`config.mk`:
```
export PLATFORM = sky130hd
export DESIGN_NAME = pds2_scan
export DESIGN_NICKNAME = d
export VERILOG_FILES = /design/src/pyramid_downsample_by_two_unit_defines.svh /design/src/pds2_pkg.sv /design/src/pds2_scan.sv
export SDC_FILE = /design/constraint.sdc
export NUM_CORES = 1
export LEC_CHECK = 0
export BUFFER_PORTS_ARGS = -buffer_cell sky130_fd_sc_hd__buf_2
export CAP_MARGIN = 20
export CORE_MARGIN = 4
export CORE_UTILIZATION = 25
export DETAILED_ROUTE_END_ITERATION = 12
export GPL_ROUTABILITY_DRIVEN = 0
export PLACE_DENSITY = 0.51
export SLEW_MARGIN = 20
export SYNTH_ARGS = -nofsm -noshare
export SYNTH_HDL_FRONTEND = slang
export SYNTH_SLANG_ARGS = --single-unit
```
`constraint.sdc`:
```
create_clock -name clk -period 10.8 [get_ports clk]
set_clock_uncertainty 0.05 [all_clocks]
set_input_delay 2.16 -clock clk [delete_from_list [all_inputs] [get_ports clk]]
set_output_delay 2.16 -clock clk [all_outputs]
set_load 0.05 [all_outputs]
```
`src/pyramid_downsample_by_two_unit_defines.svh`:
```
`ifndef PYRAMID_DOWNSAMPLE_BY_TWO_UNIT_DEFINES_SVH
`define PYRAMID_DOWNSAMPLE_BY_TWO_UNIT_DEFINES_SVH

// Same-cycle implication check.
`define PDS2_ASSERT_IMPL(name, clk, rst, ante, cons, msg) \
  name: assert property (@(posedge clk) disable iff (rst) (ante) |-> (cons)) \
    else $error(msg);

// Next-cycle implication check.
`define PDS2_ASSERT_NEXT(name, clk, rst, ante, cons, msg) \
  name: assert property (@(posedge clk) disable iff (rst) (ante) |=> (cons)) \
    else $error(msg);

`endif

```
`src/pds2_pkg.sv`:
```
`default_nettype none

package pds2_pkg;

  localparam int unsigned DEF_MAX_WIDTH  = 4096;
  localparam int unsigned DEF_MAX_HEIGHT = 4096;
  localparam int unsigned MIN_DIM        = 2;

  localparam int unsigned CFG_W   = 13;
  localparam int unsigned PIX_W   = 8;
  localparam int unsigned COORD_W = 11;
  localparam int unsigned APB_AW  = 3;
  localparam int unsigned APB_DW  = 32;

  localparam logic [CFG_W-1:0] RST_SRC_WIDTH  = 13'd640;
  localparam logic [CFG_W-1:0] RST_SRC_HEIGHT = 13'd480;

  typedef enum logic [0:0] {
    REG_SRC_WIDTH  = 1'b0,
    REG_SRC_HEIGHT = 1'b1
  } reg_idx_t;

  // exact reciprocals for numerators below 2048
  localparam int unsigned RECIP_SHIFT = 14;
  localparam logic [11:0] RECIP6      = 12'd2731;
  localparam logic [11:0] RECIP7      = 12'd2341;
  localparam logic [11:0] ROUND_INNER = 12'd6;

  typedef enum logic [1:0] {
    FK_CORNER = 2'd0,
    FK_EDGE   = 2'd1,
    FK_INNER  = 2'd2
  } filt_kind_t;

  typedef struct packed {
    logic [PIX_W-1:0] abv;
    logic [PIX_W-1:0] cur;
  } lb_entry_t;

  typedef struct packed {
    filt_kind_t         kind;
    logic [PIX_W-1:0]   cen;
    logic [PIX_W-1:0]   lf;
    logic [PIX_W-1:0]   rt;
    logic [PIX_W-1:0]   up;
    logic [PIX_W-1:0]   dn;
    logic [COORD_W-1:0] col;
    logic [COORD_W-1:0] row;
    logic               last;
  } tap_set_t;

  typedef struct packed {
    logic frame_end;
    logic at_origin;
    logic hold;
  } scan_stat_t;

  typedef struct packed {
    logic s1_valid;
    logic adv;
  } filt_stat_t;

endpackage

`default_nettype wire

```
`src/pds2_scan.sv`:
```
`default_nettype none

module pds2_scan import pds2_pkg::*; #(
  parameter int unsigned MAX_WIDTH  = DEF_MAX_WIDTH,
  parameter int unsigned MAX_HEIGHT = DEF_MAX_HEIGHT,
  localparam int unsigned AW = $clog2(MAX_WIDTH),
  localparam int unsigned HW = $clog2(MAX_HEIGHT),
  localparam int unsigned DW = $clog2(MAX_WIDTH + 1),
  localparam int unsigned DH = $clog2(MAX_HEIGHT + 1)
) (
  input  wire logic             clk,
  input  wire logic             rst,
  input  wire logic [DW-1:0]    w_eff,
  input  wire logic [DH-1:0]    h_eff,
  input  wire logic             cfg_wr,
  input  wire logic             in_valid,
  input  wire logic [PIX_W-1:0] in_pixel,
  output logic                  in_ready,
  input  wire logic             take_ok,
  output logic                  tap_load,
  output tap_set_t              taps,
  output logic                  we,
  output logic      [AW-1:0]    waddr,
  output lb_entry_t             wdata,
  output logic      [AW-1:0]    raddr_a,
  output logic      [AW-1:0]    raddr_b,
  input  wire lb_entry_t        rdata_a,
  input  wire lb_entry_t        rdata_b,
  output scan_stat_t            stat
);

  logic [AW-1:0]    col, col_next;
  logic [HW-1:0]    row, row_next;
  logic             hold;
  logic [PIX_W-1:0] left_pix;

  logic [AW-1:0] x;
  logic [HW-1:0] y;
  logic [HW:0]   y_wrap;
  logic [AW:0]   x_inc;
  logic [HW:0]   y_inc;
  logic          accept;
  logic          emit;
  logic          c_zero;
  logic          r_zero;

  // position of the incoming word, folded against the current geometry
  always_comb begin
    if (32'(col) >= 32'(w_eff)) begin
      x      = '0;
      y_wrap = {1'b0, row} + (HW+1)'(1);
    end else begin
      x      = col;
      y_wrap = {1'b0, row};
    end
    y = (32'(y_wrap) >= 32'(h_eff)) ? '0 : y_wrap[HW-1:0];
  end

  always_comb begin
    x_inc = {1'b0, x} + (AW+1)'(1);
    y_inc = {1'b0, y} + (HW+1)'(1);
    if (32'(x_inc) >= 32'(w_eff)) begin
      col_next = '0;
      row_next = (32'(y_inc) >= 32'(h_eff)) ? '0 : y_inc[HW-1:0];
    end else begin
      col_next = x_inc[AW-1:0];
      row_next = y;
    end
  end

  // read data is registered in the line buffer, so address the position after this edge
  assign in_ready = take_ok && !hold;
  assign accept   = in_valid && in_ready;
  assign raddr_a  = accept ? col_next : x;
  assign raddr_b  = raddr_a + AW'(1);

  assign we    = accept;
  assign waddr = x;
  assign wdata = '{abv: rdata_a.cur, cur: in_pixel};

  assign c_zero = ((x >> 1) == '0);
  assign r_zero = ((y >> 1) == '0);
  assign emit   = y[0] && !x[0]
                  && (32'(x >> 1) < 32'(w_eff >> 1))
                  && (32'(y >> 1) < 32'(h_eff >> 1));
  assign tap_load = accept && emit;

  always_comb begin
    if (r_zero && c_zero) begin
      taps.kind = FK_CORNER;
    end else if (r_zero || c_zero) begin
      taps.kind = FK_EDGE;
    end else begin
      taps.kind = FK_INNER;
    end
    taps.cen  = rdata_a.cur;
    taps.rt   = rdata_b.cur;
    taps.dn   = in_pixel;
    taps.lf   = c_zero ? '0 : left_pix;
    taps.up   = r_zero ? '0 : rdata_a.abv;
    taps.col  = COORD_W'(x >> 1);
    taps.row  = COORD_W'(y >> 1);
    taps.last = (32'(x >> 1) == 32'(w_eff >> 1) - 32'd1)
                && (32'(y >> 1) == 32'(h_eff >> 1) - 32'd1);
  end

  always_ff @(posedge clk) begin
    if (rst) begin
      col  <= '0;
      row  <= '0;
      hold <= 1'b1;
    end else begin
      hold <= cfg_wr;
      if (accept) begin
        col <= col_next;
        row <= row_next;
      end
    end
  end

  // previous row's pixel one column to the left
  always_ff @(posedge clk) begin
    if (accept) begin
      left_pix <= rdata_a.cur;
    end
  end

  assign stat.frame_end = (32'(x) == 32'(w_eff) - 32'd1) && (32'(y) == 32'(h_eff) - 32'd1);
  assign stat.at_origin = (col == '0) && (row == '0);
  assign stat.hold      = hold;

endmodule

`default_nettype wire

```
==> results.txt <==
I/O pin count: 194
Internal Power: 0.273 mW
Combinational Power Share: 33.8%
Die area: 28800 um^2
Hold buffer count at cts: 0
Detailed Routing Iterations Pass 1: 6
Final Max Tran Viols: 0
Fraction of registers with async set/reset: 0%
First-pass GRT wire length: 37100 um
Startpoint type of the worst setup path: input pin
CP Data Required Time: 8.59 ns
Fmax: 96.8 MHz
Crit path top cell by count: nand4_1
Share of layout cells above drive strength 1: 24.2%
Final hold violations: 0
Seq cells post-synth: 33
Number of max-cap violations: 0
Clk sinks: 33
Clock power share: 35.7%
Setup CP Type: input pin to output port
Routed Antenna Nets: 0
RSZ-0062 raised after global routing: false
Dpl cells: 1309
Number of flops mapped to enable cells by yosys: 8
Fin crit period: 10.33 ns
CTS tree: done
DR WL/cell: 18.2 um
CP endpoint kind: output port
Hold WS: 0.509 ns
Vias per cell: 5.22
Worst-path clk slew: 0.06 ns
H-tree Lvls: 2
Synth warn: 0
Slew @ Worst Pin: 0.804 ns
ANT cells: 0
Overall Global Routing Usage: 16.0%
Final Non-Filler Cells: 1317
Sw frac: 36.0%
Core area: 25500 um^2
Sequential power share: 30.5%
Slew Limit Headroom: 46.0%
Hold Crit Class: register to register
Synthesized area: 6540 um^2
NetSw: 0.153 mW
Mapped Cells: 891
Initial antenna violation count: 0
Vias: 6869
Main synth FF type: dfxtp_1
Setup bufs post-CTS: 0
PwrDens: 55.1 nW/um^2
DP HPWL: 19800 um
CTS buffer count: 5
Clk root buf: clkbuf_16
Area Overhead vs Synth: 18.3%
# DRC: 0
Drt total wl: 23900 um
Status: finished clean
Max incr delay on CP: 0.64 ns
Slowest CP cell: or4_1
Peak VDD IR: 47.9 uV
Final worst path period share: 95.6%
Clk Latency, worst-skew pair: 0.28 ns
Post-synthesis cell type count: 82
Die Span Y: 170 um
Worst r2r path cells: 26
Die Wd: 170 um
Nets@finish: 1143
Initial core utilization: 25.7%
Hold Path Stages: 2
FP Rows: 58
Vias in the first global route: 6486
Overall power: 0.426 mW
Leakage: 3.54 nW
Critical Path AT: 8.12 ns
Detailed Route Iter0 Violations: 418
Filler instances: 2798
Setup TNS: 0 ns
CP max FO: 9
Max clock buf depth: 2
Finish-stage setup viols: 0
CTS resizes: 0
Average size of a mapped cell: 7.34 um^2
Total grt overflow: 0
Syn Nets: 1048
Pin count of the biggest net entering global routing: 29
Sequential share of the synthesized area: 11.3%
Port bufs: 145
[state kept, by name, summed over array words and instances, names as in the netlist]
register,flops
col,12
hold,1
left_pix,8
row,12
[worst max-delay path, delay by kind of cell]
| kind | cells | cell delay (ns) |
|---|---|---|
| xor gates and xnor gates | 1 | 0.12 |
| and+or+nand+nor | 11 | 2.44 |
| AOI/OAI and AO/OA | 6 | 1.54 |
| buffers and inverters | 5 | 0.93 |
| adders and majority gates | 3 | 0.92 |
[stage by stage]
stage	util [%]	cell area (um^2)	setup slack [ns]
floorplan	-	6700	-0.208
global placement	29.7	7550	0.347
detailed placement	29.7	7550	0.344
CTS	30.3	7710	0.287
global route	30.4	7740	0.00174
finish	30.4	7740	0.472
[area by class of cell]
| class | count | area (um^2) | share of cell area, % |
|---|---|---|---|
| Clock buffer | 7 | 153 | 1.97 |
| Tap cell | 330 | 413 | 5.34 |
| Timing Repair Buffer | 181 | 996 | 12.9 |
| Clock inverter | 1 | 5.00 | 0.0647 |
| Sequential cell | 33 | 741 | 9.57 |
| Multi-Input combinational cell | 710 | 5220 | 67.4 |
| Inverter | 55 | 214 | 2.77 |
[placed cells by master (no fill, tap or decap), types with 9 or more instances in the layout]
cell,n
buf_2,145
ha_1,86
nand2_1,74
xnor2_1,64
nor2_1,61
inv_1,50
a21oi_1,45
buf_4,36
nand3_1,35
o21ai_0,33
dfxtp_1,25
nand4_1,23
and3_1,23
and2_1,21
nor3_1,21
o21a_1,13
xor2_1,12
nor4_1,12
a31oi_1,10
a211oi_1,10
o2111ai_1,10
nor2b_1,9
[path summary, 6_finish.rpt]
kind / start / to / slack (ns)
hold reg to reg: row[0] / row[0] / 0.51
setup / recovery: w_eff[7] / taps[0] / 0.47
setup reg to reg: col[2] / row[11] / 3.61
hold / removal: row[0] / row[0] / 0.51
[logic make-up after synthesis]
family | share of synthesized area (%)
simple gates | 26.6
compound gates | 21.3
mux | 1.44
xor+xnor | 11.2
flops | 11.3
fa+ha+maj | 16.5
buf+inv | 11.7
[layer usage]
layer | vias to the layer above | share of wire (%) | global-route usage (%)
met5 | - | 0 | 0
met4 | 0 | 0.60 | 1.68
met3 | 15 | 6.5 | 2.47
met2 | 220 | 46 | 26.5
met1 | 3238 | 46 | 22.8
li1 | 3396 | - | -
[power groups by stage]
stage / sequential, mW / combinational (mW) / clock (mW)
after floorplan: 0.132 / 0.128 / 0
after global placement: 0.133 / 0.143 / 0
after detailed placement: 0.133 / 0.144 / 0
after CTS: 0.130 / 0.144 / 0.157
after global routing: 0.130 / 0.158 / 0.164
final: 0.130 / 0.144 / 0.152
[Yosys cell counts (4+ instances only)]
| cell | instances | area [um^2] |
|---|---|---|
| ha_1 | 86 | 1080 |
| nand2_1 | 74 | 278 |
| nor2_1 | 65 | 244 |
| xnor2_1 | 65 | 569 |
| buf_4 | 52 | 390 |
| inv_1 | 52 | 195 |
| a21oi_1 | 49 | 245 |
| clkbuf_1 | 36 | 135 |
| nand3_1 | 35 | 175 |
| o21ai_0 | 35 | 175 |
| dfxtp_1 | 25 | 500 |
| and3_1 | 23 | 144 |
| nand4_1 | 23 | 144 |
| nor3_1 | 22 | 110 |
| and2_1 | 21 | 131 |
| xor2_1 | 17 | 149 |
| o21a_1 | 13 | 97.6 |
| a211oi_1 | 12 | 90.1 |
| nor4_1 | 12 | 75.1 |
| a31oi_1 | 10 | 62.6 |
| o2111ai_1 | 10 | 87.6 |
| nor2b_1 | 9 | 56.3 |
| a222oi_1 | 8 | 80.1 |
| edfxtp_1 | 8 | 240 |
| mux2i_1 | 8 | 80.1 |
| a221oi_1 | 7 | 61.3 |
| a22oi_1 | 6 | 45.0 |
| or3_1 | 6 | 37.5 |
| nand2b_1 | 5 | 31.3 |
| o22ai_1 | 5 | 31.3 |
| or4_1 | 5 | 37.5 |
| a21boi_0 | 4 | 30.0 |
| and4_1 | 4 | 35.0 |
No activity file was read; power rests on OpenSTA's default activity.
