<file path="src/pyramid_downsample_by_two_unit_defines.svh">
`ifndef PYRAMID_DOWNSAMPLE_BY_TWO_UNIT_DEFINES_SVH
`define PYRAMID_DOWNSAMPLE_BY_TWO_UNIT_DEFINES_SVH

// Same-cycle implication check.
`define PDS2_ASSERT_IMPL(name, clk, rst, ante, cons, msg) \
  name: assert property (@(posedge clk) disable iff (rst) (ante) |-> (cons)) \
    else $error(msg);

// Next-cycle implication check.
`define PDS2_ASSERT_NEXT(name, clk, rst, ante, cons, msg) \
  name: assert property (@(posedge clk) disable iff (rst) (ante) |=> (cons)) \
    else $error(msg);

`endif

</file>
<file path="src/pds2_pkg.sv">
`default_nettype none

package pds2_pkg;

  localparam int unsigned DEF_MAX_WIDTH  = 4096;
  localparam int unsigned DEF_MAX_HEIGHT = 4096;
  localparam int unsigned MIN_DIM        = 2;

  localparam int unsigned CFG_W   = 13;
  localparam int unsigned PIX_W   = 8;
  localparam int unsigned COORD_W = 11;
  localparam int unsigned APB_AW  = 3;
  localparam int unsigned APB_DW  = 32;

  localparam logic [CFG_W-1:0] RST_SRC_WIDTH  = 13'd640;
  localparam logic [CFG_W-1:0] RST_SRC_HEIGHT = 13'd480;

  typedef enum logic [0:0] {
    REG_SRC_WIDTH  = 1'b0,
    REG_SRC_HEIGHT = 1'b1
  } reg_idx_t;

  // exact reciprocals for numerators below 2048
  localparam int unsigned RECIP_SHIFT = 14;
  localparam logic [11:0] RECIP6      = 12'd2731;
  localparam logic [11:0] RECIP7      = 12'd2341;
  localparam logic [11:0] ROUND_INNER = 12'd6;

  typedef enum logic [1:0] {
    FK_CORNER = 2'd0,
    FK_EDGE   = 2'd1,
    FK_INNER  = 2'd2
  } filt_kind_t;

  typedef struct packed {
    logic [PIX_W-1:0] abv;
    logic [PIX_W-1:0] cur;
  } lb_entry_t;

  typedef struct packed {
    filt_kind_t         kind;
    logic [PIX_W-1:0]   cen;
    logic [PIX_W-1:0]   lf;
    logic [PIX_W-1:0]   rt;
    logic [PIX_W-1:0]   up;
    logic [PIX_W-1:0]   dn;
    logic [COORD_W-1:0] col;
    logic [COORD_W-1:0] row;
    logic               last;
  } tap_set_t;

  typedef struct packed {
    logic frame_end;
    logic at_origin;
    logic hold;
  } scan_stat_t;

  typedef struct packed {
    logic s1_valid;
    logic adv;
  } filt_stat_t;

endpackage

`default_nettype wire

</file>
<file path="src/pds2_cfg.sv">
`default_nettype none

module pds2_cfg import pds2_pkg::*; #(
  parameter int unsigned MAX_WIDTH  = DEF_MAX_WIDTH,
  parameter int unsigned MAX_HEIGHT = DEF_MAX_HEIGHT,
  localparam int unsigned DW = $clog2(MAX_WIDTH + 1),
  localparam int unsigned DH = $clog2(MAX_HEIGHT + 1)
) (
  input  wire logic              clk,
  input  wire logic              rst,
  input  wire logic              psel,
  input  wire logic              penable,
  input  wire logic              pwrite,
  input  wire logic [APB_AW-1:0] paddr,
  input  wire logic [APB_DW-1:0] pwdata,
  output logic      [APB_DW-1:0] prdata,
  output logic                   pready,
  output logic      [DW-1:0]     w_eff,
  output logic      [DH-1:0]     h_eff,
  output logic                   cfg_wr
);

  logic [CFG_W-1:0] src_width;
  logic [CFG_W-1:0] src_height;
  reg_idx_t         idx;

  assign pready = 1'b1;
  assign cfg_wr = psel && penable && pwrite;
  assign idx    = reg_idx_t'(paddr[APB_AW-1]);

  always_ff @(posedge clk) begin
    if (rst) begin
      src_width  <= RST_SRC_WIDTH;
      src_height <= RST_SRC_HEIGHT;
    end else if (cfg_wr) begin
      case (idx)
        REG_SRC_WIDTH:  src_width  <= pwdata[CFG_W-1:0];
        REG_SRC_HEIGHT: src_height <= pwdata[CFG_W-1:0];
        default: ;
      endcase
    end
  end

  always_comb begin
    case (idx)
      REG_SRC_WIDTH:  prdata = APB_DW'(src_width);
      REG_SRC_HEIGHT: prdata = APB_DW'(src_height);
      default:        prdata = '0;
    endcase
  end

  // clamp to [2, MAX]; the stored registers keep all 13 bits
  always_comb begin
    if (32'(src_width) < MIN_DIM) begin
      w_eff = DW'(MIN_DIM);
    end else if (32'(src_width) > MAX_WIDTH) begin
      w_eff = DW'(MAX_WIDTH);
    end else begin
      w_eff = DW'(src_width);
    end
    if (32'(src_height) < MIN_DIM) begin
      h_eff = DH'(MIN_DIM);
    end else if (32'(src_height) > MAX_HEIGHT) begin
      h_eff = DH'(MAX_HEIGHT);
    end else begin
      h_eff = DH'(src_height);
    end
  end

endmodule

`default_nettype wire

</file>
<file path="config.mk">
export PLATFORM = sky130hd
export DESIGN_NAME = pds2_cfg
export DESIGN_NICKNAME = d
export VERILOG_FILES = /design/src/pyramid_downsample_by_two_unit_defines.svh /design/src/pds2_pkg.sv /design/src/pds2_cfg.sv
export SDC_FILE = /design/constraint.sdc
export NUM_CORES = 1
export LEC_CHECK = 0
export ABC_AREA = 1
export BUFFER_PORTS_ARGS = -buffer_cell sky130_fd_sc_hd__buf_2
export CAP_MARGIN = 20
export CORE_AREA = 4 4 81 83
export DETAILED_ROUTE_END_ITERATION = 8
export DIE_AREA = 0 0 85 87
export GPL_TIMING_DRIVEN = 0
export SLEW_MARGIN = 15
export SYNTH_ARGS = -nofsm -noshare
export SYNTH_HDL_FRONTEND = slang
export SYNTH_SLANG_ARGS = --single-unit
</file>
<file path="constraint.sdc">
create_clock -name clk -period 1.4 [get_ports clk]
set_input_delay 0.14 -clock clk [delete_from_list [all_inputs] [get_ports clk]]
set_output_delay 0.14 -clock clk [all_outputs]
set_load 0.03 [all_outputs]
</file>
==> results of run 1 <==
## power by group
part	internal [mW]	switching, mW	total [mW]
Clock	0.251	0.238	0.490
Sequential	0.767	0.0247	0.792
Combinational	0.213	0.363	0.577
## metrics by stage
stage | hold WS [ns] | util | total power [mW] | std cells | setup WS [ns]
detailed placement | 0.374 | 0.356 | 1.28 | 385 | -0.00547
finish | 0.0936 | 0.451 | 1.86 | 402 | -0.253
floorplan | 0.240 | - | 1.16 | 253 | -0.163
global placement | 0.364 | 0.356 | 1.28 | 385 | 0.0149
CTS | 0.0961 | 0.414 | 1.82 | 395 | -0.236
global route | 0.127 | 0.451 | 1.94 | 402 | -0.303
## area by class of cell
class / instances / area share
Multi-Input combinational cell: 166 / 0.393
Clock buffer: 4 / 0.0209
Buffer: 34 / 0.101
Sequential cell: 26 / 0.207
Timing Repair Buffer: 69 / 0.203
Inverter: 28 / 0.0399
Tap cell: 75 / 0.0356
## flip-flops by register name, indices dropped and copies added, names as in the netlist
name,count
src_height,13
src_width,13
## kinds of logic (layout without fill, tap and decap cells)
family	Yosys count	in the layout	share of synthesized area
buffers and inverters	62	135	0.215
DFF	26	26	0.319
AOI/OAI and AO/OA	72	72	0.270
and+or+nand+nor	73	74	0.191
other	2	20	0.00460
## layout by cell type, fill, tap and decap left out, drive strengths merged
cell    instances
conb           20
a21boi          7
a21oi          31
clkbuf          8
dfxtp          26
nand2          42
nor2           25
o21ai          34
nand3           6
inv            28
buf            99
nor3            1
## worst max path at each step
| stage | start | endpoint | slack [ns] | cells past startpoint |
|---|---|---|---|---|
| final | src_width[6] | w_eff[9] | -0.25 | 7 |
| after global routing | src_width[6] | w_eff[11] | -0.30 | 7 |
| after CTS | src_width[5] | w_eff[4] | -0.24 | 7 |
| after detailed placement | src_width[5] | w_eff[2] | -0.005 | 7 |
| after global placement | src_width[5] | w_eff[2] | 0.01 | 7 |
| after floorplan | src_height[6] | h_eff[2] | -0.16 | 5 |
## worst min-delay path: cells and delay by family
family	cells	cell delay, ns
compound gates	2	0.09
buf+inv	1	0.10
## per-layer routing
layer  part of all wire  vias to the layer above  routed length [um]
met4              0.021                        0                 108
met2               0.48                       61                2490
met3              0.060                       12                 307
met1               0.43                      781                2240
li1                   -                      893                   -
met5                  0                        -                   0
## what timing repair did
| item | CTS | global route |
|---|---|---|
| pin swaps | 11 | 18 |
| gates resized for setup | 81 | 43 |
| hold buffers | 0 | 0 |
| endpoints found under the hold margin | 0 | 0 |
| setup buffers | 5 | 6 |
| cloned | 1 | 1 |
| setup endpoints to repair | 25 | 24 |
==> impl_metrics.tcl, run 1 <==
set metrics [dict create \
    worstMarginPinSlew_ns 0.533 \
    design_area_um2 2640 \
    cp.arrival_ns 1.51 \
    fin_worst_skew_ns 0 \
    powerDensity_nw_per_um2 705 \
    whs_endpoint "src_width[7]" \
    initial_utilization 0.279 \
    netlist_area_um2 1630 \
    cp_max_fo 5 \
    yosysWarningCount 0 \
    cp-start-kind "flip-flop" \
    rows 28 \
    drcViolationCount 0 \
    grt_pass1_wl_mm 8.07 \
    core_area_um2 5850 \
    slew_viol_final 0 \
    ys_ff_latch 26 \
    die_area_um2 7400 \
    boundaryPins 100 \
    netlist_top_cells_count "39 x nand2_1, 27 x inv_1, 26 x dfxtp_1, 22 x o21ai_0, 21 x nor2_1" \
    r2r_start "src_width[1]" \
    cp_slowest_stage_delay_ns 0.34 \
    nNetsFinal 368 \
    maxCapViolations 0 \
    reg2reg_depth 3 \
    setup_ws_ns -0.253 \
    path_class "reg -> out" \
    clock_path_buffers 2 \
    hold_path_startpoint "rst" \
    vias_per_cell 4.35 \
    worstPathCellList "nor2_2 > nand2_2 > nor2_4 > nand2_4 > clkbuf_16 > a21oi_4 > buf_6" \
    fin_tns_setup_ns -4.01 \
    drive_gt1_frac 0.541 \
    grt_most_used_layer "met2" \
    seq_area_um2 546 \
    antenna_cells 0 \
    layout_min_cycle_time_ns 1.65 \
    end_kind "output pin" \
    cts_buffers 3 \
    grtUsageMet3 0.0218 \
    place_congestion 0.810 \
    drtPass1Iterations 4 \
    cts_tree "yes" \
    cpLargestDelayFamily "simple AND/OR/NAND/NOR gates" \
    timing.fmax_mhz 605 \
    slowest_stage "dfxtp_2" \
    async_reset_ff_frac 0 \
    rsz0062_at_grt "yes" \
    synthFlopType "dfxtp_1" \
    synth_cell_types 22 \
    post_drt_wl_per_cell_um 12.8 \
    clock_sinks 26 \
    netlist_instances 235 \
    htreeDepth 1 \
    worst-path-buf-inv 2 \
    synth.most_common_cell "nand2_1" \
    finalSetupViolations 23 \
    status "complete, but fails checks" \
    groute.usage.overall 0.132 \
    wirelength_mm 5.14 \
    die_w_um 85 \
    die_h_um 87 \
    power.leakage_nw 1.28 \
    multiInputGateArea_um2 1030 \
    fin_crit_sh 1.18 \
    violations "negative setup slack" \
    critPathRequiredTime_ns 1.26 \
    avgSynthCellArea_um2 6.95 \
    slew-limit-headroom 0.645 \
    vias 1747 \
    antenna_left 0 \
    ys_top_cells_by_area "dfxtp_1 32%, buf_4 9.2%, a21oi_2 9.1%" \
    hold_violations 0 \
    port_buffers 57 \
    cts_root_buffer "clkbuf_8" \
    worstReg2RegEnd "src_width[1]" \
    placed_cell_area_um2 2080 \
    grt_max_degree 15 \
    clk_latency_ns 0.27 \
    syn_to_final_growth_pct 61.3 \
    grt_pass1_vias 1704 \
    peakVddDrop_mv 0.366 \
    synth_top_area_cell "dfxtp_1" \
    worst-r2r-setup-slack_ns 0.59 \
    use_met1 0.174 \
    grt-ovfl-total 0 \
    use_met2 0.220 \
    cts.clk_slew.worst_paths_ns 0.09 \
    min_path_type "in -> reg" \
    yosysTopAreaCellShare 0.319 \
    synth-edff-count 0 \
    n_fill_cell 606 \
    min_delay_path_depth 3 \
    drt_iter0_markers 65 \
    grt_antenna_before_repair 0 \
    dp_hpwl_mm 3.90 \
    synth-seq-area-share 0.319 \
]
Power figures use the tool's default switching activity.
==> run 2: changes to the inputs <==
Settings changed: BUFFER_PORTS_ARGS -buffer_cell sky130_fd_sc_hd__buf_2 to -buffer_cell sky130_fd_sc_hd__buf_4, CORE_AREA 4 4 81 83 to 10 10 87 89, DIE_AREA 0 0 85 87 to 0 0 97 99.
==> impl_metrics.tcl, run 2 (synthesis gave the netlist of run 1 again) <==
set metrics [dict create \
    status "complete, but fails checks" \
    violations "negative setup slack" \
    die_h_um 99 \
    antenna_cells 0 \
    startpoint "src_width[5]" \
    peakVddDrop_mv 0.351 \
    cts.clk_slew.worst_paths_ns 0.08 \
    finalSetupViolations 22 \
    grt_antenna_before_repair 0 \
    slew_viol_final 0 \
    setup_ws_ns -0.197 \
    grt_max_degree 14 \
    rsz0062_at_grt "yes" \
    post_drt_wl_per_cell_um 13.3 \
    die_area_um2 9600 \
    cp-start-kind "flip-flop" \
    final_util 0.452 \
    syn_to_final_growth_pct 61.8 \
    dp_hpwl_mm 4.32 \
    groute.usage.overall 0.107 \
    clock_path_buffers 2 \
    cts_tree "yes" \
    cts_buffers 3 \
    top_regs "src_height x13, src_width x13" \
    fin_tns_setup_ns -3.31 \
    final_cell_mix "67 x buf_4, 37 x nand2_1, 26 x buf_6, 23 x inv_1, 22 x o21ai_0" \
    clock_sinks 26 \
    power.leakage_nw 1.27 \
    fin_worst_skew_ns 0 \
    rows 28 \
    nNetsFinal 368 \
    fin_crit_sh 1.14 \
    htreeDepth 1 \
    initial_utilization 0.279 \
    drtPass1Iterations 4 \
    mostFrequentLayoutCell "buf_4" \
    dp_cells 385 \
    drcViolationCount 0 \
    clk_latency_ns 0.26 \
    hold_buffers 0 \
    p_total_mw 1.80 \
    n_fill_cell 590 \
    drive_gt1_frac 0.509 \
    cts_root_buffer "clkbuf_8" \
    timing.fmax_mhz 626 \
    place_congestion 0.848 \
    hold_path_startpoint "rst" \
    cp.arrival_ns 1.46 \
    maxCapViolations 0 \
    hold_violations 0 \
    antenna_left 0 \
    post-place-ws_ns 0.0525 \
    critPathRequiredTime_ns 1.26 \
    core_area_um2 5850 \
    grt_pass1_wl_mm 8.74 \
    port_buffers 57 \
    vias 1681 \
    grt_pass1_vias 1762 \
    drt_iter0_markers 70 \
    cp_max_fo 10 \
    end_kind "output pin" \
    path_class "reg -> out" \
    finalNonFillerCells 401 \
    powerDensity_nw_per_um2 679 \
    vias_per_cell 4.19 \
    min_path_type "in -> reg" \
    boundaryPins 100 \
    grt-ovfl-total 0 \
    r2r_start "src_height[12]" \
    die_w_um 97 \
    wirelength_mm 5.34 \
    layout_min_cycle_time_ns 1.60 \
]
## run 2: changes by cell type in the layout (fill, tap and decap cells not counted), moves of 3 or more
cell and delta:
buf_2 -34, buf_4 +34, nor2_1 +5, nand2_1 +4, nand2_2 -3, nor2_2 -3
## run 2: final cells by class
type / count / area [um^2] / share of cell area
plain buffers: 34 / 269 / 0.102
multi-input cells: 166 / 991 / 0.375
well taps: 75 / 93.8 / 0.0355
flip-flops and latches: 26 / 543 / 0.205
clock buffers: 3 / 41.3 / 0.0156
repair buffers: 69 / 601 / 0.227
inverters: 28 / 105 / 0.0398
## run 2: final timing paths
path	end	slack (ns)	depth (start not counted)
max	w_eff[10]	-0.20	7
min	src_width[7]	0.1	3
max reg2reg	src_height[12]	0.58	3
min reg2reg	src_height[8]	0.50	2
## run 2: metrics by stage
| stage | hold slack (ns) | instance area, um^2 |
|---|---|---|
| after floorplan | 0.240 | 1700 |
| after global placement | 0.349 | 2220 |
| after detailed placement | 0.367 | 2220 |
| after CTS | 0.0924 | 2570 |
| after global routing | 0.0982 | 2640 |
| final | 0.0974 | 2640 |
## run 2: critical path, cell delays in order (launching register included)
cell	delay (ns)
dfxtp_2	0.33
nor2_1	0.10
nand2_1	0.08
nor2_2	0.14
nand2_2	0.09
buf_12	0.17
a21oi_2	0.14
buf_6	0.15
## run 2: where the power goes
group	leakage (nW)	switching, mW	total, mW	internal [mW]
combinational	1.03	0.362	0.599	0.237
clock	0.0216	0.217	0.409	0.192
sequential	0.215	0.0219	0.789	0.767
## run 2: repair_timing
action,CTS,global route
endpoints found under the hold margin,0,0
buffers inserted,7,5
setup endpoints to repair,25,24
pin swaps,9,6
gates resized for setup,75,9
gates cloned,1,0
## run 2: routing by layer
layer,track usage,share of wire
met5,0,0
met4,0.0295,0.0084
met3,0.0391,0.088
met2,0.180,0.48
met1,0.127,0.43
