`config.mk`:
```
export PLATFORM = sky130hd
export DESIGN_NAME = pds2_filter
export DESIGN_NICKNAME = d
export VERILOG_FILES = /design/src/pyramid_downsample_by_two_unit_defines.svh /design/src/pds2_pkg.sv /design/src/pds2_filter.sv
export SDC_FILE = /design/constraint.sdc
export NUM_CORES = 1
export LEC_CHECK = 0
export BUFFER_PORTS_ARGS = -buffer_cell sky130_fd_sc_hd__buf_2
export CELL_PAD_IN_SITES_DETAIL_PLACEMENT = 1
export CELL_PAD_IN_SITES_GLOBAL_PLACEMENT = 1
export CORE_UTILIZATION = 46
export CTS_CLUSTER_DIAMETER = 120
export DETAILED_ROUTE_END_ITERATION = 16
export PLACE_DENSITY = 0.88
export SETUP_SLACK_MARGIN = 0.15
export SLEW_MARGIN = 40
export SYNTH_ARGS = -nofsm -noshare
export SYNTH_HDL_FRONTEND = slang
export SYNTH_SLANG_ARGS = --single-unit
```
`constraint.sdc`:
```
create_clock -name clk -period 6 [get_ports clk]
set_input_delay 1.2 -clock clk [delete_from_list [all_inputs] [get_ports clk]]
set_output_delay 1.2 -clock clk [all_outputs]
set_load 0.005 [all_outputs]
```
`src/pyramid_downsample_by_two_unit_defines.svh`:
```
`ifndef PYRAMID_DOWNSAMPLE_BY_TWO_UNIT_DEFINES_SVH
`define PYRAMID_DOWNSAMPLE_BY_TWO_UNIT_DEFINES_SVH

// Same-cycle implication check.
`define PDS2_ASSERT_IMPL(name, clk, rst, ante, cons, msg) \
  name: assert property (@(posedge clk) disable iff (rst) (ante) |-> (cons)) \
    else $error(msg);

// Next-cycle implication check.
`define PDS2_ASSERT_NEXT(name, clk, rst, ante, cons, msg) \
  name: assert property (@(posedge clk) disable iff (rst) (ante) |=> (cons)) \
    else $error(msg);

`endif

```
`src/pds2_pkg.sv`:
```
`default_nettype none

package pds2_pkg;

  localparam int unsigned DEF_MAX_WIDTH  = 4096;
  localparam int unsigned DEF_MAX_HEIGHT = 4096;
  localparam int unsigned MIN_DIM        = 2;

  localparam int unsigned CFG_W   = 13;
  localparam int unsigned PIX_W   = 8;
  localparam int unsigned COORD_W = 11;
  localparam int unsigned APB_AW  = 3;
  localparam int unsigned APB_DW  = 32;

  localparam logic [CFG_W-1:0] RST_SRC_WIDTH  = 13'd640;
  localparam logic [CFG_W-1:0] RST_SRC_HEIGHT = 13'd480;

  typedef enum logic [0:0] {
    REG_SRC_WIDTH  = 1'b0,
    REG_SRC_HEIGHT = 1'b1
  } reg_idx_t;

  // exact reciprocals for numerators below 2048
  localparam int unsigned RECIP_SHIFT = 14;
  localparam logic [11:0] RECIP6      = 12'd2731;
  localparam logic [11:0] RECIP7      = 12'd2341;
  localparam logic [11:0] ROUND_INNER = 12'd6;

  typedef enum logic [1:0] {
    FK_CORNER = 2'd0,
    FK_EDGE   = 2'd1,
    FK_INNER  = 2'd2
  } filt_kind_t;

  typedef struct packed {
    logic [PIX_W-1:0] abv;
    logic [PIX_W-1:0] cur;
  } lb_entry_t;

  typedef struct packed {
    filt_kind_t         kind;
    logic [PIX_W-1:0]   cen;
    logic [PIX_W-1:0]   lf;
    logic [PIX_W-1:0]   rt;
    logic [PIX_W-1:0]   up;
    logic [PIX_W-1:0]   dn;
    logic [COORD_W-1:0] col;
    logic [COORD_W-1:0] row;
    logic               last;
  } tap_set_t;

  typedef struct packed {
    logic frame_end;
    logic at_origin;
    logic hold;
  } scan_stat_t;

  typedef struct packed {
    logic s1_valid;
    logic adv;
  } filt_stat_t;

endpackage

`default_nettype wire

```
`src/pds2_filter.sv`:
```
`default_nettype none

module pds2_filter import pds2_pkg::*; (
  input  wire logic               clk,
  input  wire logic               rst,
  input  wire logic               load,
  input  wire tap_set_t           taps,
  output logic                    can_take,
  input  wire logic               out_ready,
  output logic                    out_valid,
  output logic      [PIX_W-1:0]   dst_pixel,
  output logic      [COORD_W-1:0] dst_col,
  output logic      [COORD_W-1:0] dst_row,
  output logic                    frame_last,
  output filt_stat_t              stat
);

  logic [9:0]  nb_sum;
  logic [11:0] num_next;

  logic               s1_valid;
  filt_kind_t         s1_kind;
  logic [11:0]        s1_num;
  logic [COORD_W-1:0] s1_col;
  logic [COORD_W-1:0] s1_row;
  logic               s1_last;

  logic        adv;
  logic [11:0] recip;
  logic [23:0] prod;
  logic [7:0]  quot;

  // absent neighbors come in as zero
  assign nb_sum = 10'(taps.lf) + 10'(taps.rt) + 10'(taps.up) + 10'(taps.dn);

  always_comb begin
    case (taps.kind)
      FK_INNER: num_next = {1'b0, taps.cen, 3'b000} + {1'b0, nb_sum, 1'b0} + ROUND_INNER;
      default:  num_next = {2'b00, taps.cen, 2'b00} + {2'b00, nb_sum};
    endcase
  end

  assign adv      = !out_valid || out_ready;
  assign can_take = !s1_valid || adv;

  always_comb begin
    case (s1_kind)
      FK_CORNER: recip = RECIP6;
      FK_EDGE:   recip = RECIP7;
      default:   recip = '0;
    endcase
  end

  assign prod = {12'b0, s1_num} * {12'b0, recip};
  assign quot = (s1_kind == FK_INNER) ? s1_num[11:4] : prod[RECIP_SHIFT+7:RECIP_SHIFT];

  always_ff @(posedge clk) begin
    if (rst) begin
      s1_valid  <= 1'b0;
      out_valid <= 1'b0;
    end else begin
      if (can_take) begin
        s1_valid <= load;
      end
      if (adv) begin
        out_valid <= s1_valid;
      end
    end
  end

  always_ff @(posedge clk) begin
    if (can_take && load) begin
      s1_kind <= taps.kind;
      s1_num  <= num_next;
      s1_col  <= taps.col;
      s1_row  <= taps.row;
      s1_last <= taps.last;
    end
    if (adv && s1_valid) begin
      dst_pixel  <= quot;
      dst_col    <= s1_col;
      dst_row    <= s1_row;
      frame_last <= s1_last;
    end
  end

  assign stat.s1_valid = s1_valid;
  assign stat.adv      = adv;

endmodule

`default_nettype wire

```
==> impl_results.md, run 1 <==
- Critical path arrival: 5.82 ns
- Clock Sinks: 70
- Flop2flop setup slack: 0.23 ns
- Status: finished clean
- Setup_tns: 0 ns
- WHS: around 0.42 ns
- CP Max Fanout: 12
- Root buf cell: clkbuf_16
- Max Cap Viol: 0
- PortBufs: 103
- CP Launch Point: s1_kind[1]
- Worst Tran Pin Value: 0.846 ns
- Clk slew on worst S/H paths: 0.06 ns
- Period utilization: a little over nine tenths
- Register area: around 2100 um2
- Pwr Total: just under 5 mW
- Register area share after synthesis: 30.4%
- Worst Hold Class: reg -> reg
- Ys async rst share: 0%
- Core area: 14,500 um2
- Die ar.: 15,400 um2
- DP HPWL: about 16,000 um
- TritonCTS clock tree: built
- Post-synthesis cell count: 650
- Peak Freq: around 170 MHz
- Detailed Route WL: 22,100 um
- Multi-input logic area: 4270 um2
- Final setup fails: 0
- Worst IR Drop VDD: 293 uV
- Psw: 2.43 mW
- Worst EP required: 6.05 ns
- Final ANT Viol Nets: 0
- Slew HR: 43.4%
- Non-filler cells, final: 948
- GRT Total Usage: around 29%
- Post-synth EDFFs: 68
- First-pass DRT Iterations: 4
- Fraction of layout cells with a size suffix above 1: 19.4%
- YS warnings: 0
- Power share of the sequential group: between 15 and 20%
- Int Pwr: 2.44 mW
- DR vias: ~5,400
- Slew Limit Fails: 0
- Inserted Clock Buffers: 9
- Post-placement cell area: 7560 um2
- Final GP Congestion: 0.886
- FP Rows: 44
- Crit path time final: 5.77 ns
- Area of the mapped netlist: slightly below 7000 um2
- Fill count: 1,637
- Combinational share of power: 72.1%
- DP Worst Slack: 0.135 ns
- Layout Area Growth over Synthesis: 16.7%
- Vias per cell: 5.72
- Antenna violations before repair: 0
- # hold bufs at CTS: 0
- Clk_skew: 0.0107 ns
- First-pass GRT wire length: 32,600 um
- # IOs: 104
- Nets: approximately 1,000
- Worst-skew pair later-pin latency: 0.34 ns
- # DRC: 0
- Initial Utilization: 47.2%
- Commonest register cell after synthesis: edfxtp_1
- Hold Violations, Final: 0
- Worst r2r src: s1_kind[1]
- WL/cell: 23.3 um
- Clock Path Buffers: 2
- Largest net degree at the start of global routing: 38
- Die span in x: around 120 um
- PwrDens: 608 nW/um2
- Post-route cell area: approximately 8000 um2
- Register bit total from synthesis: 70
- Most frequent cells in the layout: inv_1 (127), buf_2 (103), ha_1 (87)
- RSZ-0062 raised after global routing: yes
- Initial DRC Count: about 350
- Final Util: 55.1%
- Crit Path Class: reg -> reg
- CP startpoint kind: flop
- CTS H-tree depth: 3
- Worst Setup End Kind: flop
- Vias in the first global route: between 5,000 and 6,000
- Lkg Pwr: approximately 4 nW
- Most common cell after layout, fill and taps aside: inv_1
- Total gr overflow: 0
- Final setup margin: 0.233 ns
- DIE HEIGHT: 124 um
- Clock power frac: 12.6%
- Post-Syn Nets: slightly below 900
- Antenna Cells: 0
- Synth cell types: 50
- Hold_sp: s1_row[2]
- Dpl cells: 925
- Avg Synthesized Cell Area: ~11 um2
- Switching Share: 49.9%
==> registers in the layout, indices dropped and copies added, names as in the netlist <==
signal      flops
dst_pixel       8
s1_valid        1
s1_row         11
dst_row        11
s1_col         11
s1_kind         2
s1_num         12
out_valid       1
dst_col        11
frame_last      1
s1_last         1
==> logic make-up after synthesis <==
kind of cell | synth area share [%]
compound gates | 9.18
xor+xnor | 5.11
fa+ha+maj | 36.8
buf+inv | 8.10
flops | 30.4
mux | 0.146
simple gates | 10.3
==> final cells by class <==
type / instances / share of cell area (%)
Clock buffer: 10 / 2.86
Clock inverter: 6 / 1.39
Inverter: 128 / 6.00
Multi-Input combinational cell: 436 / 53.4
Sequential cell: 70 / 26.0
Tap cell: 184 / 2.88
Timing Repair Buffer: 114 / 7.44
==> power groups by stage <==
stage                     Sequential, mW  Combinational (mW)  Clock (mW)
final                              0.743                3.51       0.613
after global routing               0.746                3.82       0.628
after CTS                          0.740                3.40       0.614
after detailed placement           0.748                3.29           0
after global placement             0.743                2.94           0
after floorplan                    0.714                2.34           0
==> path summary, 6_finish.rpt <==
path / cells after the start / end
min: 0 / dst_row[2]
max reg2reg: 20 / dst_pixel[3]
max: 20 / dst_pixel[3]
min reg2reg: 0 / dst_row[2]
==> worst max-delay path, cell delays in order (launching register included) <==
cell and delay [ns]:
edfxtp_1 0.51, clkbuf_2 0.23, nor2b_4 0.19, inv_1 0.10
nor2_1 0.18, ha_1 0.23, inv_1 0.11, fa_1 0.55
inv_1 0.06, fa_1 0.48, inv_1 0.05, fa_1 0.55
fa_1 0.64, inv_1 0.07, ha_2 0.37, a21oi_1 0.24
nor2_1 0.07, a211oi_1 0.29, nand2_2 0.19, xnor2_1 0.26
a21oi_1 0.11
==> Yosys cell counts (6+ instances only) <==
| master | count | area, um2 |
|---|---|---|
| ha_1 | 88 | 1100 |
| fa_1 | 71 | 1420 |
| nand4_1 | 6 | 37.5 |
| nor2b_1 | 13 | 81.3 |
| nand3_1 | 12 | 60.1 |
| o21bai_1 | 6 | 45.0 |
| clkbuf_1 | 13 | 48.8 |
| xor2_1 | 15 | 131 |
| nor2_1 | 30 | 113 |
| nand2_1 | 41 | 154 |
| o21ai_0 | 19 | 95.1 |
| and2_1 | 13 | 81.3 |
| inv_1 | 128 | 480 |
| edfxtp_1 | 68 | 2040 |
| xnor2_1 | 25 | 219 |
| a21o_1 | 16 | 120 |
| a21oi_1 | 25 | 125 |
==> repair_timing <==
item                       in CTS  in global routing
setup endpoints to repair       4                  7
pin swaps                       0                  1
gates resized for setup         1                 16
setup buffers                   3                  4
==> per-layer routing <==
metal,GRT usage (%),routed length (um),up-vias,part of all wire (%)
met5,0,0,-,0
li1,-,-,2365,-
met1,30.8,7740,2743,35
met3,5.77,1190,94,5.4
met2,54.8,12000,218,54
met4,15.3,1190,0,5.4
Power figures use the tool's default switching activity.
==> run 2: changes to the inputs <==
- CORE_ASPECT_RATIO: default -> 0.75
==> impl_results.md, run 2 (synthesis gave the netlist of run 1 again) <==
- Status: finished clean
- Max Cap Viol: 0
- Slew Limit Fails: 0
- Detailed Route WL: 21,000 um
- # DRC: 0
- Clock Path Buffers: 2
- Pwr Total: approximately 4.8 mW
- Worst IR Drop VDD: 365 uV
- WL/cell: 21.8 um
- DIE HEIGHT: 108 um
- First-pass GRT wire length: 31,700 um
- Worst-skew pair later-pin latency: 0.34 ns
- PortBufs: roughly 100
- Clock Sinks: 70
- Nets: 990
- # hold bufs at CTS: 0
- Final Util: 55.0%
- Reg with most FFs: s1_num
- TritonCTS clock tree: built
- Root buf cell: clkbuf_16
- Slew HR: between 40 and 50%
- DR vias: 5,290
- Die ar.: between 15,000 and 20,000 um2
- CTS H-tree depth: 3
- Clk slew on worst S/H paths: 0.06 ns
- Final setup fails: 0
- Max reg flops: 12
- Most frequent cells in the layout: inv_1 (128), buf_2 (103), ha_1 (87)
- Worst Hold Class: reg -> reg
- Final GP Congestion: 0.934
- Layout Area Growth over Synthesis: 16.3%
- First-pass DRT Iterations: 6
- Setup_tns: 0 ns
- GRT Total Usage: between 20% and 30%
- Hold_sp: s1_col[10]
- Crit path time final: 5.70 ns
- Die span in x: roughly 140 um
- Fraction of layout cells with a size suffix above 1: 19.0%
- CP Launch Point: s1_kind[1]
- CP startpoint kind: flop
- CP Max Fanout: 7
- RSZ-0062 raised after global routing: yes
- Antenna Cells: 0
- Largest net degree at the start of global routing: 28
- # IOs: roughly 100
- PwrDens: 602 nW/um2
- Vias per cell: 5.47
- WHS: 0.418 ns
- Crit Path Class: reg -> reg
- Peak Freq: approximately 180 MHz
- Lkg Pwr: 3.98 nW
- Initial DRC Count: between 300 and 400
- Critical path arrival: approximately 5.7 ns
- Period utilization: 95.0%
- Core area: 14,500 um2
- Fill count: around 1,600
- Antenna violations before repair: 0
- Vias in the first global route: 5,877
- Hold Violations, Final: 0
- Worst r2r src: s1_kind[1]
- Final ANT Viol Nets: 0
- Initial Utilization: 47.3%
- Worst EP required: approximately 6.0 ns
- Worst Setup End Kind: flop
- Inserted Clock Buffers: 9
- DP HPWL: 16,800 um
- Total gr overflow: 0
- Most common cell after layout, fill and taps aside: inv_1
- Clk_skew: ~0.0047 ns
- FP Rows: 38
- Worst Tran Pin Value: slightly above 0.8 ns
-- run 2: cell type report --
cell class / count / area, um2 / area share, %
clock buffer: 10 / 229 / 2.87
clock inverter: 6 / 62.6 / 0.784
inverter: 128 / 480 / 6.02
multi-input combinational: 436 / 4250 / 53.3
sequential: 70 / 2080 / 26.1
tap: 200 / 250 / 3.14
timing repair buffer: 117 / 621 / 7.78
-- run 2: worst max-delay path, stage by stage, from the launching register on --
cell and delay [ns]:
edfxtp_1 0.40, buf_4 0.18, inv_1 0.17, nand2_1 0.16, inv_1 0.22, ha_1 0.28, inv_1 0.14, fa_1 0.41
inv_1 0.11, fa_1 0.47, fa_1 0.55, inv_1 0.06, fa_1 0.53, inv_1 0.04, ha_1 0.42, nand2_1 0.10
o21ai_0 0.39, nand3_1 0.18, nand3b_1 0.23, xnor2_1 0.17, a21oi_1 0.15
-- run 2: final timing paths --
path,endpoint,slack [ns],cells after the start
worst max-delay path,dst_pixel[1],0.30,20
worst min-delay path,dst_col[10],0.42,0
worst max register to register,dst_pixel[1],0.30,20
worst min register to register,dst_col[10],0.42,0
-- run 2: per-layer routing --
metal / up-vias / part of all wire (%) / track usage, %
met5: - / 0 / 0
met4: 0 / 3.7 / 11.1
met3: 58 / 6.6 / 4.67
met2: 219 / 50 / 50.1
met1: 2642 / 40 / 33.8
li1: 2371 / - / -
-- run 2: metrics by stage --
stage                     area (um2)  cells  setup slack [ns]
after floorplan                 6860    650             0.857
after global placement          7600    943             0.508
after detailed placement        7600    943             0.207
after CTS                       7960    967             0.198
after global routing            7980    967             0.136
final                           7980    967             0.301
-- run 2: where the power goes --
part / leakage [nW] / switching [mW] / total, mW / internal [mW]
Sequential: 0.670 / 0.0689 / 0.748 / 0.680
Clock: 0.136 / 0.210 / 0.530 / 0.320
Combinational: 3.18 / 2.18 / 3.53 / 1.34
-- run 2: what timing repair did --
action	in CTS	in global routing
pin swaps	0	1
resized for setup	4	7
setup endpoints to repair	1	4
setup buffers	8	0
